$ cat src/issue_port_contention_check_defines.svh
// Assertion macros shared by the issue port contention check RTL.
// Include by bare file name; each macro expects i_clk and i_rst_n in scope.
`ifndef ISSUE_PORT_CONTENTION_CHECK_DEFINES_SVH
`define ISSUE_PORT_CONTENTION_CHECK_DEFINES_SVH

// Consequent must hold in the same cycle as the antecedent.
`define IPCC_ASSERT_NOW(label, ante, cons, msg) \
    label: assert property (@(posedge i_clk) disable iff (!i_rst_n) \
        (ante) |-> (cons)) else $error(msg);

// Consequent must hold in the cycle after the antecedent.
`define IPCC_ASSERT_NEXT(label, ante, cons, msg) \
    label: assert property (@(posedge i_clk) disable iff (!i_rst_n) \
        (ante) |=> (cons)) else $error(msg);

`endif

$ cat src/ipcc_pkg.sv
// Shared types and constants for the issue port contention check.
// No dependencies.
`timescale 1ns / 1ps

package ipcc_pkg;

    localparam int TIME_W    = 40;
    localparam int CLASS_W   = 4;
    localparam int ALU_ID_W  = 2;
    localparam int LAT_W     = 8;
    localparam int INT_CNT_W = 2;

    // Integer ports (P1/P2) that may be claimed in one cycle.
    localparam logic [INT_CNT_W-1:0] INT_PORT_LIMIT = 2'd2;

    // Opcodes of an input item.
    typedef enum logic {
        OP_START_CYCLE = 1'b0,
        OP_TRY_ISSUE   = 1'b1
    } t_opcode;

    // Port classes; every other code claims nothing.
    typedef enum logic [CLASS_W-1:0] {
        CLS_NONE   = 4'd0,
        CLS_P0     = 4'd1,
        CLS_P0_12  = 4'd2,
        CLS_P12    = 4'd3,
        CLS_P3     = 4'd4,
        CLS_P12_3  = 4'd5,
        CLS_P4     = 4'd6,
        CLS_P5     = 4'd7,
        CLS_P6     = 4'd8,
        CLS_P6_12  = 4'd9,
        CLS_P7     = 4'd10,
        CLS_P7_12  = 4'd11
    } t_port_class;

    // Per-cycle port occupancy.
    typedef struct packed {
        logic                 branch;
        logic                 simd0;
        logic                 simd1;
        logic                 multiply;
        logic                 load;
        logic                 store;
        logic [INT_CNT_W-1:0] int_used;
    } t_port_state;

endpackage

$ cat src/ipcc_port_claim.sv
// Port claim logic: decides whether a port class can be issued this cycle
// and returns the updated port occupancy. Depends on ipcc_pkg.
`timescale 1ns / 1ps

module ipcc_port_claim import ipcc_pkg::*; (
    input  logic [CLASS_W-1:0] i_port_class,
    input  t_port_state        i_state,
    output logic               o_claim_ok,
    output t_port_state        o_state
);

    logic w_int_free;

    assign w_int_free = (i_state.int_used < INT_PORT_LIMIT);

    // Each class checks its ports; on failure nothing changes.
    always_comb begin
        o_state    = i_state;
        o_claim_ok = 1'b1;
        unique case (i_port_class)
            CLS_P0: begin
                o_claim_ok = !i_state.branch;
                if (o_claim_ok) o_state.branch = 1'b1;
            end
            CLS_P0_12: begin
                o_claim_ok = !i_state.branch && w_int_free;
                if (o_claim_ok) begin
                    o_state.branch   = 1'b1;
                    o_state.int_used = i_state.int_used + 1'b1;
                end
            end
            CLS_P12: begin
                o_claim_ok = w_int_free;
                if (o_claim_ok) o_state.int_used = i_state.int_used + 1'b1;
            end
            CLS_P3: begin
                o_claim_ok = !i_state.multiply;
                if (o_claim_ok) o_state.multiply = 1'b1;
            end
            CLS_P12_3: begin
                o_claim_ok = !i_state.multiply && w_int_free;
                if (o_claim_ok) begin
                    o_state.multiply = 1'b1;
                    o_state.int_used = i_state.int_used + 1'b1;
                end
            end
            CLS_P4: begin
                // Prefers SIMD0, falls back to SIMD1.
                o_claim_ok = !(i_state.simd0 && i_state.simd1);
                if (o_claim_ok) begin
                    if (!i_state.simd0) o_state.simd0 = 1'b1;
                    else                o_state.simd1 = 1'b1;
                end
            end
            CLS_P5: begin
                // Prefers SIMD1, falls back to SIMD0.
                o_claim_ok = !(i_state.simd0 && i_state.simd1);
                if (o_claim_ok) begin
                    if (!i_state.simd1) o_state.simd1 = 1'b1;
                    else                o_state.simd0 = 1'b1;
                end
            end
            CLS_P6: begin
                o_claim_ok = !i_state.load;
                if (o_claim_ok) o_state.load = 1'b1;
            end
            CLS_P6_12: begin
                o_claim_ok = !i_state.load && w_int_free;
                if (o_claim_ok) begin
                    o_state.load     = 1'b1;
                    o_state.int_used = i_state.int_used + 1'b1;
                end
            end
            CLS_P7: begin
                o_claim_ok = !i_state.store;
                if (o_claim_ok) o_state.store = 1'b1;
            end
            CLS_P7_12: begin
                o_claim_ok = !i_state.store && w_int_free;
                if (o_claim_ok) begin
                    o_state.store    = 1'b1;
                    o_state.int_used = i_state.int_used + 1'b1;
                end
            end
            default: begin
                o_claim_ok = 1'b1;
            end
        endcase
    end

endmodule

$ cat src/issue_port_contention_check.sv
// Issue port contention check: an accepted item's result is written to the output
// register in the next cycle; one item is accepted every clock while the output is free
// or taken, set by the combinational claim and ALU-busy check. Input is accepted
// while a result waits if that result is taken in the same cycle.
// Synchronous active-low reset clears the time, all port flags, the integer
// port count and every ALU busy-until time. Depends on ipcc_pkg and ipcc_port_claim.
`timescale 1ns / 1ps
`include "issue_port_contention_check_defines.svh"

module issue_port_contention_check import ipcc_pkg::*; #(
    parameter int ALU_COUNT = 4
) (
    input  logic                i_clk,
    input  logic                i_rst_n,
    input  logic                i_valid,
    output logic                o_ready,
    input  logic                i_opcode,
    input  logic [TIME_W-1:0]   i_now_cycle,
    input  logic [CLASS_W-1:0]  i_port_class,
    input  logic [ALU_ID_W-1:0] i_alu_id,
    input  logic [LAT_W-1:0]    i_alu_latency,
    output logic                o_valid,
    input  logic                i_ready,
    output logic                o_granted
);

    localparam int AW = (ALU_COUNT > 1) ? $clog2(ALU_COUNT) : 1;

    logic [TIME_W-1:0] r_cur_time, n_cur_time;
    t_port_state       r_ports, n_ports;
    logic [TIME_W-1:0] r_busy [ALU_COUNT];
    logic              r_out_valid, n_out_valid;
    logic              r_granted, n_granted;

    logic              w_accept;
    logic              w_claim_ok;
    t_port_state       w_claimed;
    logic              w_has_alu;
    logic [AW-1:0]     w_alu_idx;
    logic              w_alu_ok;
    logic              w_granted;
    logic [TIME_W:0]   w_sum;
    logic [TIME_W-1:0] w_busy_next;

    // Handshake: output register frees up when its item is taken.
    assign o_ready   = !r_out_valid || i_ready;
    assign w_accept  = i_valid && o_ready;
    assign o_valid   = r_out_valid;
    assign o_granted = r_granted;

    ipcc_port_claim u_claim (
        .i_port_class (i_port_class),
        .i_state      (r_ports),
        .o_claim_ok   (w_claim_ok),
        .o_state      (w_claimed)
    );

    // ALU busy check; id zero and ids outside the configured count mean no ALU.
    assign w_has_alu = (i_alu_id != '0) && (32'(i_alu_id) < ALU_COUNT);
    assign w_alu_idx = AW'(i_alu_id);
    assign w_alu_ok  = !w_has_alu || !(r_busy[w_alu_idx] > r_cur_time);
    assign w_granted = (i_opcode == OP_TRY_ISSUE) && w_claim_ok && w_alu_ok;

    // New busy-until time saturates at the top of the time range.
    assign w_sum       = {1'b0, r_cur_time} + {{(TIME_W + 1 - LAT_W){1'b0}}, i_alu_latency};
    assign w_busy_next = w_sum[TIME_W] ? {TIME_W{1'b1}} : w_sum[TIME_W-1:0];

    // Next state for time, ports and the result register.
    always_comb begin
        n_cur_time  = r_cur_time;
        n_ports     = r_ports;
        n_out_valid = r_out_valid && !i_ready;
        n_granted   = r_granted;
        if (w_accept) begin
            n_out_valid = 1'b1;
            n_granted   = w_granted;
            if (i_opcode == OP_START_CYCLE) begin
                n_cur_time = i_now_cycle;
                n_ports    = '0;
            end else begin
                // Claimed ports stay claimed even if the ALU refuses.
                n_ports = w_claimed;
            end
        end
    end

    // Control and state registers.
    always_ff @(posedge i_clk) begin
        if (!i_rst_n) begin
            r_cur_time  <= '0;
            r_ports     <= '0;
            r_out_valid <= 1'b0;
            r_granted   <= 1'b0;
        end else begin
            r_cur_time  <= n_cur_time;
            r_ports     <= n_ports;
            r_out_valid <= n_out_valid;
            r_granted   <= n_granted;
        end
    end

    // ALU busy-until times, written on a grant that uses the ALU.
    always_ff @(posedge i_clk) begin
        if (!i_rst_n) begin
            for (int k = 0; k < ALU_COUNT; k++) begin
                r_busy[k] <= '0;
            end
        end else if (w_accept && w_granted && w_has_alu) begin
            r_busy[w_alu_idx] <= w_busy_next;
        end
    end

    // Checks on the allocator state.
    `IPCC_ASSERT_NOW(a_int_limit, 1'b1, r_ports.int_used <= INT_PORT_LIMIT, "integer port count over limit")
    `IPCC_ASSERT_NEXT(a_start_clears, w_accept && (i_opcode == OP_START_CYCLE), (r_ports == '0) && o_valid && !o_granted, "start-cycle item did not clear ports")
    `IPCC_ASSERT_NEXT(a_busy_after_grant, w_accept && w_granted && w_has_alu, r_busy[$past(w_alu_idx)] >= r_cur_time, "granted ALU busy time below current time")
    `IPCC_ASSERT_NEXT(a_refused_keeps_time, w_accept && (i_opcode == OP_TRY_ISSUE), $stable(r_cur_time), "try-issue item changed current time")

endmodule
$ cat config.mk
export PLATFORM = sky130hd
export DESIGN_NAME = issue_port_contention_check
export DESIGN_NICKNAME = d
export VERILOG_FILES = /design/src/ipcc_pkg.sv /design/src/ipcc_port_claim.sv /design/src/issue_port_contention_check.sv
export VERILOG_INCLUDE_DIRS = /design/src /design/src/src
export SDC_FILE = /design/constraint.sdc
export NUM_CORES = 1
export LEC_CHECK = 0
export BUFFER_PORTS_ARGS = -buffer_cell sky130_fd_sc_hd__buf_2
export CAP_MARGIN = 20
export CORE_ASPECT_RATIO = 1.2
export CORE_MARGIN = 4
export CORE_UTILIZATION = 30
export DETAILED_ROUTE_END_ITERATION = 6
export SLEW_MARGIN = 20
export SYNTH_ARGS = -nofsm -noshare
export SYNTH_HDL_FRONTEND = slang
export SYNTH_SLANG_ARGS = --single-unit
$ cat constraint.sdc
create_clock -name i_clk -period 8.9 [get_ports i_clk]
set_input_delay 1.78 -clock i_clk [delete_from_list [all_inputs] [get_ports i_clk]]
set_output_delay 1.78 -clock i_clk [all_outputs]
set_load 0.02 [all_outputs]
==> flow_metrics.tcl, run 1 <==
set metrics [dict create \
    drive_gt1_share_pct 16.01 \
    grt_max_degree 88 \
    setup_violations 0 \
    grtUsageTotal_pct 14.16 \
    vias 7958 \
    detail_route.wl_per_cell_um 18.39 \
    timing.slew.headroom_pct 29.39 \
    start_util_pct 30.26 \
    fillCellCount 3505 \
    dieWidth_um 181.6 \
    power_density_nw_per_um2 187.5 \
    top_level_ports 62 \
    dp.final_hpwl_um 19270 \
    hold_class "register to register" \
    die_area_um2 39280 \
    gp_congestion 0.8419 \
    detail_route.drc_violations 0 \
    cts_tree "done" \
    multi_input_comb_area_um2 4820 \
    postCtsHoldBufs 0 \
    route.detailed.vias_per_inst 5.178 \
    numPortBuffers 61 \
    htree_levels 1 \
    status "finished, final reports clean" \
    clock-skew-final_ns 0.01403 \
    clk_pin_slew_worst_paths_ns 0.06 \
    arrival_time_of_the_worst_setup_path_ns 6.44 \
    cts_buffers 22 \
    route.final.wire_length_um 28270 \
    post_synth.cell_area_avg_um2 11.11 \
    report.final.slew_viol_count 0 \
    die_y_um 216.3 \
    finalHoldViolCount 0 \
    power.static_leakage_nw 4.270 \
    post-route-min-period_ns 6.247 \
    grt_first_pass_wirelength_um 44680 \
    worst_slew_pin_slew_ns 1.050 \
    ys_async_sr_fraction_pct 0 \
    cts.sinks 210 \
    drt_first_iter_violations 576 \
    vdd.ir_drop.worst_uv 94.67 \
    postSynthCellCount 976 \
    worst-setup-path-type "input pin to register" \
    number_of_max_capacitance_violations_reported 0 \
    synth_cell_type_count 65 \
    synth_edf_count 160 \
    critPathMaxFanout 31 \
    setup.worst_path.end_class "register" \
    synth_flop_cell "sky130_fd_sc_hd__edfxtp_1" \
    setup.worst_path.start_class "input pin" \
    layout_overhead_on_the_synthesized_area_pct 15.94 \
    final_nets 1160 \
    route.antenna.remaining_nets 0 \
    synth_seq_cells 210 \
    cts.path.max_buffers 3 \
    post_cts_setup_buffers 0 \
    design.core.area_um2 35850 \
    rows 76 \
    timing.setup.tns_ns 0 \
    register_area_um2 5806 \
    grt_antenna_before_repair 1 \
    insertion_delay_ns 0.52 \
    final_worst_path_cycle_share_pct 70.19 \
    synth-seq-area-share_pct 53.52 \
    yosys_warnings 0 \
    critPathRequiredTime_ns 9.09 \
    global_route.overflow_total 0 \
    fin_worst_hold_slack_ns 0.4884 \
    first_global_vias 8164 \
    cts_root_buffer "sky130_fd_sc_hd__clkbuf_16" \
    iteration_count_of_the_initial_detailed_routing_pass 5 \
    grt_setup_unrepaired "false" \
    ctsResizeCount 0 \
    fmaxAchievable_mhz 160.1 \
    synth_area_um2 10850 \
]
## synth_stat cells (5+ instances only)
library cell / n / share of area (%)
sky130_fd_sc_hd__and3_1: 7 / 0.40
sky130_fd_sc_hd__a21o_1: 8 / 0.55
sky130_fd_sc_hd__inv_1: 47 / 1.6
sky130_fd_sc_hd__or3_1: 5 / 0.29
sky130_fd_sc_hd__mux4_2: 40 / 8.3
sky130_fd_sc_hd__xnor2_1: 21 / 1.7
sky130_fd_sc_hd__ha_1: 48 / 5.5
sky130_fd_sc_hd__a21oi_1: 72 / 3.3
sky130_fd_sc_hd__nor3_1: 130 / 6.0
sky130_fd_sc_hd__dfxtp_1: 50 / 9.2
sky130_fd_sc_hd__o21ai_0: 19 / 0.88
sky130_fd_sc_hd__a31oi_1: 11 / 0.63
sky130_fd_sc_hd__nor2_1: 42 / 1.5
sky130_fd_sc_hd__edfxtp_1: 160 / 44
sky130_fd_sc_hd__nor4_1: 14 / 0.81
sky130_fd_sc_hd__nand4_1: 21 / 1.2
sky130_fd_sc_hd__buf_2: 10 / 0.46
sky130_fd_sc_hd__a211oi_1: 7 / 0.48
sky130_fd_sc_hd__nand2_1: 108 / 3.7
sky130_fd_sc_hd__nand3_1: 23 / 1.1
sky130_fd_sc_hd__clkbuf_1: 46 / 1.6
sky130_fd_sc_hd__o21ai_1: 9 / 0.42
## sequential cells by signal, summed over array words and instances (netlist names)
register and count:
o_granted 1, o_valid 1, r_busy 160, r_cur_time 40
r_ports 8
## where the power goes
part	leakage [nW]	switching (W)	internal, W
logic	1.87	0.000191	0.000109
clock network	0.359	0.000380	0.000550
registers	2.04	0.0000253	0.00110
## cell type report
class / count / share of cell area [%]
antenna: 1 / 0.01990
clock buffer: 31 / 4.974
clock inverter: 9 / 0.8058
inverter: 48 / 1.442
multi-input combinational: 695 / 38.32
sequential: 210 / 46.16
tap: 468 / 4.656
timing repair buffer: 75 / 3.621
## layout by cell type (no fill, tap or decap), types with 14 or more instances in the layout
cell | netlist | final
sky130_fd_sc_hd__conb_1 | 1 | 40
sky130_fd_sc_hd__nor3_1 | 130 | 130
sky130_fd_sc_hd__xnor2_1 | 21 | 21
sky130_fd_sc_hd__clkbuf_16 | 0 | 23
sky130_fd_sc_hd__ha_1 | 48 | 48
sky130_fd_sc_hd__nor2_1 | 42 | 41
sky130_fd_sc_hd__nand4_1 | 21 | 21
sky130_fd_sc_hd__nand2_1 | 108 | 108
sky130_fd_sc_hd__dfxtp_1 | 50 | 50
sky130_fd_sc_hd__a21oi_1 | 72 | 72
sky130_fd_sc_hd__nand3_1 | 23 | 23
sky130_fd_sc_hd__inv_1 | 47 | 47
sky130_fd_sc_hd__edfxtp_1 | 160 | 160
sky130_fd_sc_hd__mux4_2 | 40 | 40
sky130_fd_sc_hd__o21ai_0 | 19 | 16
sky130_fd_sc_hd__nor4_1 | 14 | 14
sky130_fd_sc_hd__buf_2 | 10 | 61
## critical path: stages
cell and delay (ns):
sky130_fd_sc_hd__buf_2 0.46, sky130_fd_sc_hd__buf_12 0.32, sky130_fd_sc_hd__mux4_2 0.54, sky130_fd_sc_hd__ha_1 0.33
sky130_fd_sc_hd__a21oi_1 0.17, sky130_fd_sc_hd__o21ai_0 0.14, sky130_fd_sc_hd__a221o_1 0.34, sky130_fd_sc_hd__o21ai_0 0.49
sky130_fd_sc_hd__a31oi_4 0.28, sky130_fd_sc_hd__buf_16 0.26, sky130_fd_sc_hd__o21ai_4 0.82, sky130_fd_sc_hd__buf_4 0.42
## routing by layer
metal  up-vias  track usage [%]  routed length (µm)
li1       3806                -                   -
met1      3899            16.76               11410
met2       206            25.77               14800
met3        47            2.317                1341
met4         0            5.205                 727
met5         -                0                   0
## stage by stage
stage          utilization [%]  power (W)  cells  worst slack, ns  area [µm²]
3_5_place_dp             32.92   0.001442   1494            1.799       11800
4_1_cts                  34.94   0.002373   1534            2.327       12530
5_1_grt                  35.08   0.002460   1537            2.368       12580
6_report                 35.08   0.002358   1537            2.653       12580
3_3_place_gp             32.92   0.001435   1494            1.918       11800
2_1_floorplan                -   0.001350   1015           0.9149       10990
## worst paths after layout
check                          start                      end  slack, ns  cells past startpoint
min          r_ports[5]$_SDFFE_PN0P_  r_ports[5]$_SDFFE_PN0P_       0.49                      2
min reg2reg  r_ports[5]$_SDFFE_PN0P_  r_ports[5]$_SDFFE_PN0P_       0.49                      2
max                      i_alu_id[0]  r_busy[3][29]$_DFFE_PP_       2.65                     12
max reg2reg  r_busy[3][19]$_DFFE_PP_  r_busy[3][29]$_DFFE_PP_       4.45                     10
## logic make-up (layout without fill, tap and decap cells)
kind of cell	Yosys count	count (layout)	synth area share, %
adders and majority gates	49	49	5.721
and+or+nand+nor	381	381	17.24
buffers and inverters	110	163	4.025
other	1	41	0.03457
xor gates and xnor gates	23	23	1.857
DFF	210	210	53.52
muxes	43	43	8.581
AOI/OAI and AO/OA	159	159	9.020
(Power assumes the default switching activity.)
==> run 2: changes to the inputs <==
Clock period 8.9 ns to 5.5 ns, I/O delays scaled along.
==> flow_metrics.tcl, run 2 (same netlist as run 1, synthesis figures left out) <==
set metrics [dict create \
    status "finished, final reports clean" \
    register_area_um2 5806 \
    critPathRequiredTime_ns 5.71 \
    start_util_pct 30.26 \
    layout_overhead_on_the_synthesized_area_pct 16.69 \
    mostFrequentLayoutCell "sky130_fd_sc_hd__edfxtp_1" \
    setup.worst_path.start_class "input pin" \
    finalHoldViolCount 0 \
    layout_common_cells "sky130_fd_sc_hd__edfxtp_1 (160), sky130_fd_sc_hd__nor3_1 (130), sky130_fd_sc_hd__nand2_1 (108), sky130_fd_sc_hd__a21oi_1 (72), sky130_fd_sc_hd__buf_2 (61)" \
    cts.sinks 210 \
    timing.slew.headroom_pct 34.38 \
    ctsResizeCount 0 \
    insertion_delay_ns 0.51 \
    drt_first_iter_violations 530 \
    dieWidth_um 181.6 \
    die_area_um2 39280 \
    postCtsHoldBufs 0 \
    cts_tree "done" \
    detail_route.drc_violations 0 \
    vdd.ir_drop.worst_uv 220.8 \
    post_cts_setup_buffers 0 \
    design.core.area_um2 35850 \
    route.antenna.remaining_nets 0 \
    route.final.wire_length_um 28010 \
    clock-skew-final_ns 0.009862 \
    critPathMaxFanout 24 \
    power.static_leakage_nw 4.315 \
    cts_buffers 22 \
    drive_gt1_share_pct 16.56 \
    grtUsageMet2_pct 25.35 \
    setup_violations 0 \
    worst_slew_pin_slew_ns 0.9820 \
    reg2reg_depth 9 \
    detailed_place.area_um2 11920 \
    numPortBuffers 61 \
    reg_top3 "r_busy (160), r_cur_time (40), r_ports (8)" \
    final_nets 1167 \
    multi_input_comb_area_um2 4820 \
    iteration_count_of_the_initial_detailed_routing_pass 5 \
    htree_levels 1 \
    setup.worst_path.end_class "register" \
    post-route-min-period_ns 4.700 \
    grt_first_pass_wirelength_um 44710 \
    worst-setup-path-type "input pin to register" \
    vias 7864 \
    post_layout_worst_setup_margin_ns 0.7998 \
    final_worst_path_cycle_share_pct 85.46 \
    fillCellCount 3499 \
    most_flop_heavy_register "r_busy" \
    dp.final_hpwl_um 19960 \
    cts_root_buffer "sky130_fd_sc_hd__clkbuf_16" \
    dp_slack_ns 0.2644 \
    rows 76 \
    gp_congestion 0.8931 \
    route.detailed.vias_per_inst 5.097 \
    die_y_um 216.3 \
    reg2reg_setup_slack_ns 1.55 \
    clk_pin_slew_worst_paths_ns 0.06 \
    arrival_time_of_the_worst_setup_path_ns 4.91 \
    flip_flop_count_of_the_largest_register_all_copies_and_words_added 160 \
    number_of_max_capacitance_violations_reported 0 \
    worst_hold_path.num_cells 2 \
    final_util_pct 35.31 \
    fmaxAchievable_mhz 212.8 \
    grtUsageTotal_pct 14.17 \
    gr-usage-met3_pct 2.149 \
    grt_most_used_layer "met2" \
    detail_route.wl_per_cell_um 18.15 \
    fin_area_um2 12660 \
    power_density_nw_per_um2 302.7 \
    first_global_vias 8084 \
    top_level_ports 62 \
    hold_class "register to register" \
    cts.path.max_buffers 3 \
    grt_antenna_before_repair 0 \
    grt_setup_unrepaired "false" \
    n_antenna_cell 0 \
    report.final.slew_viol_count 0 \
    global_route.overflow_total 0 \
    fin_worst_hold_slack_ns 0.4826 \
    grt_max_degree 95 \
    grt_use_met1_pct 17.08 \
]
==> run 2: critical path, cell delays in order <==
cell                      delay, ns
sky130_fd_sc_hd__buf_2         0.30
sky130_fd_sc_hd__buf_12        0.27
sky130_fd_sc_hd__buf_4         0.20
sky130_fd_sc_hd__mux4_2        0.50
sky130_fd_sc_hd__ha_1          0.29
sky130_fd_sc_hd__nand4_1       0.13
sky130_fd_sc_hd__nor4_1        0.53
sky130_fd_sc_hd__nand3_1       0.20
sky130_fd_sc_hd__nor2_1        0.23
sky130_fd_sc_hd__a31oi_4       0.10
sky130_fd_sc_hd__o21ai_4       0.75
sky130_fd_sc_hd__buf_12        0.26
==> run 2: area by class of cell <==
type                       count  share of cell area, %
tap                          468                  4.626
timing repair buffer          82                  4.151
sequential                   210                  45.86
multi-input combinational    695                  38.07
clock inverter                 4                 0.4053
inverter                      48                  1.433
clock buffer                  36                  5.446
==> run 2: metal layers <==
| layer | part of all wire (%) | routed length [µm] |
|---|---|---|
| met3 | 4.9 | 1375 |
| met1 | 41 | 11360 |
| met4 | 3.3 | 917 |
| met5 | 0 | 0 |
| met2 | 51 | 14360 |
==> run 2: worst paths after layout <==
check	startpoint	end
worst max-delay path	i_alu_id[0]	r_busy[3][21]$_DFFE_PP_
worst max register to register	r_busy[3][39]$_DFFE_PP_	r_busy[3][21]$_DFFE_PP_
worst min-delay path	r_ports[0]$_SDFFE_PN0P_	r_ports[0]$_SDFFE_PN0P_
worst min register to register	r_ports[0]$_SDFFE_PN0P_	r_ports[0]$_SDFFE_PN0P_
==> run 2: stage by stage <==
stage                     power (W)  TNS, ns  cells
final                      0.003832        0   1543
after global placement     0.002342        0   1503
after floorplan            0.002182   -57.85   1015
after CTS                  0.003871        0   1543
after detailed placement   0.002354        0   1503
after global routing       0.004005        0   1543
==> run 2: power by group <==
group | internal (W) | switching (W)
Clock | 0.000906 | 0.000608
Combinational | 0.000181 | 0.000309
Sequential | 0.00178 | 0.0000439
Total | 0.00287 | 0.000960
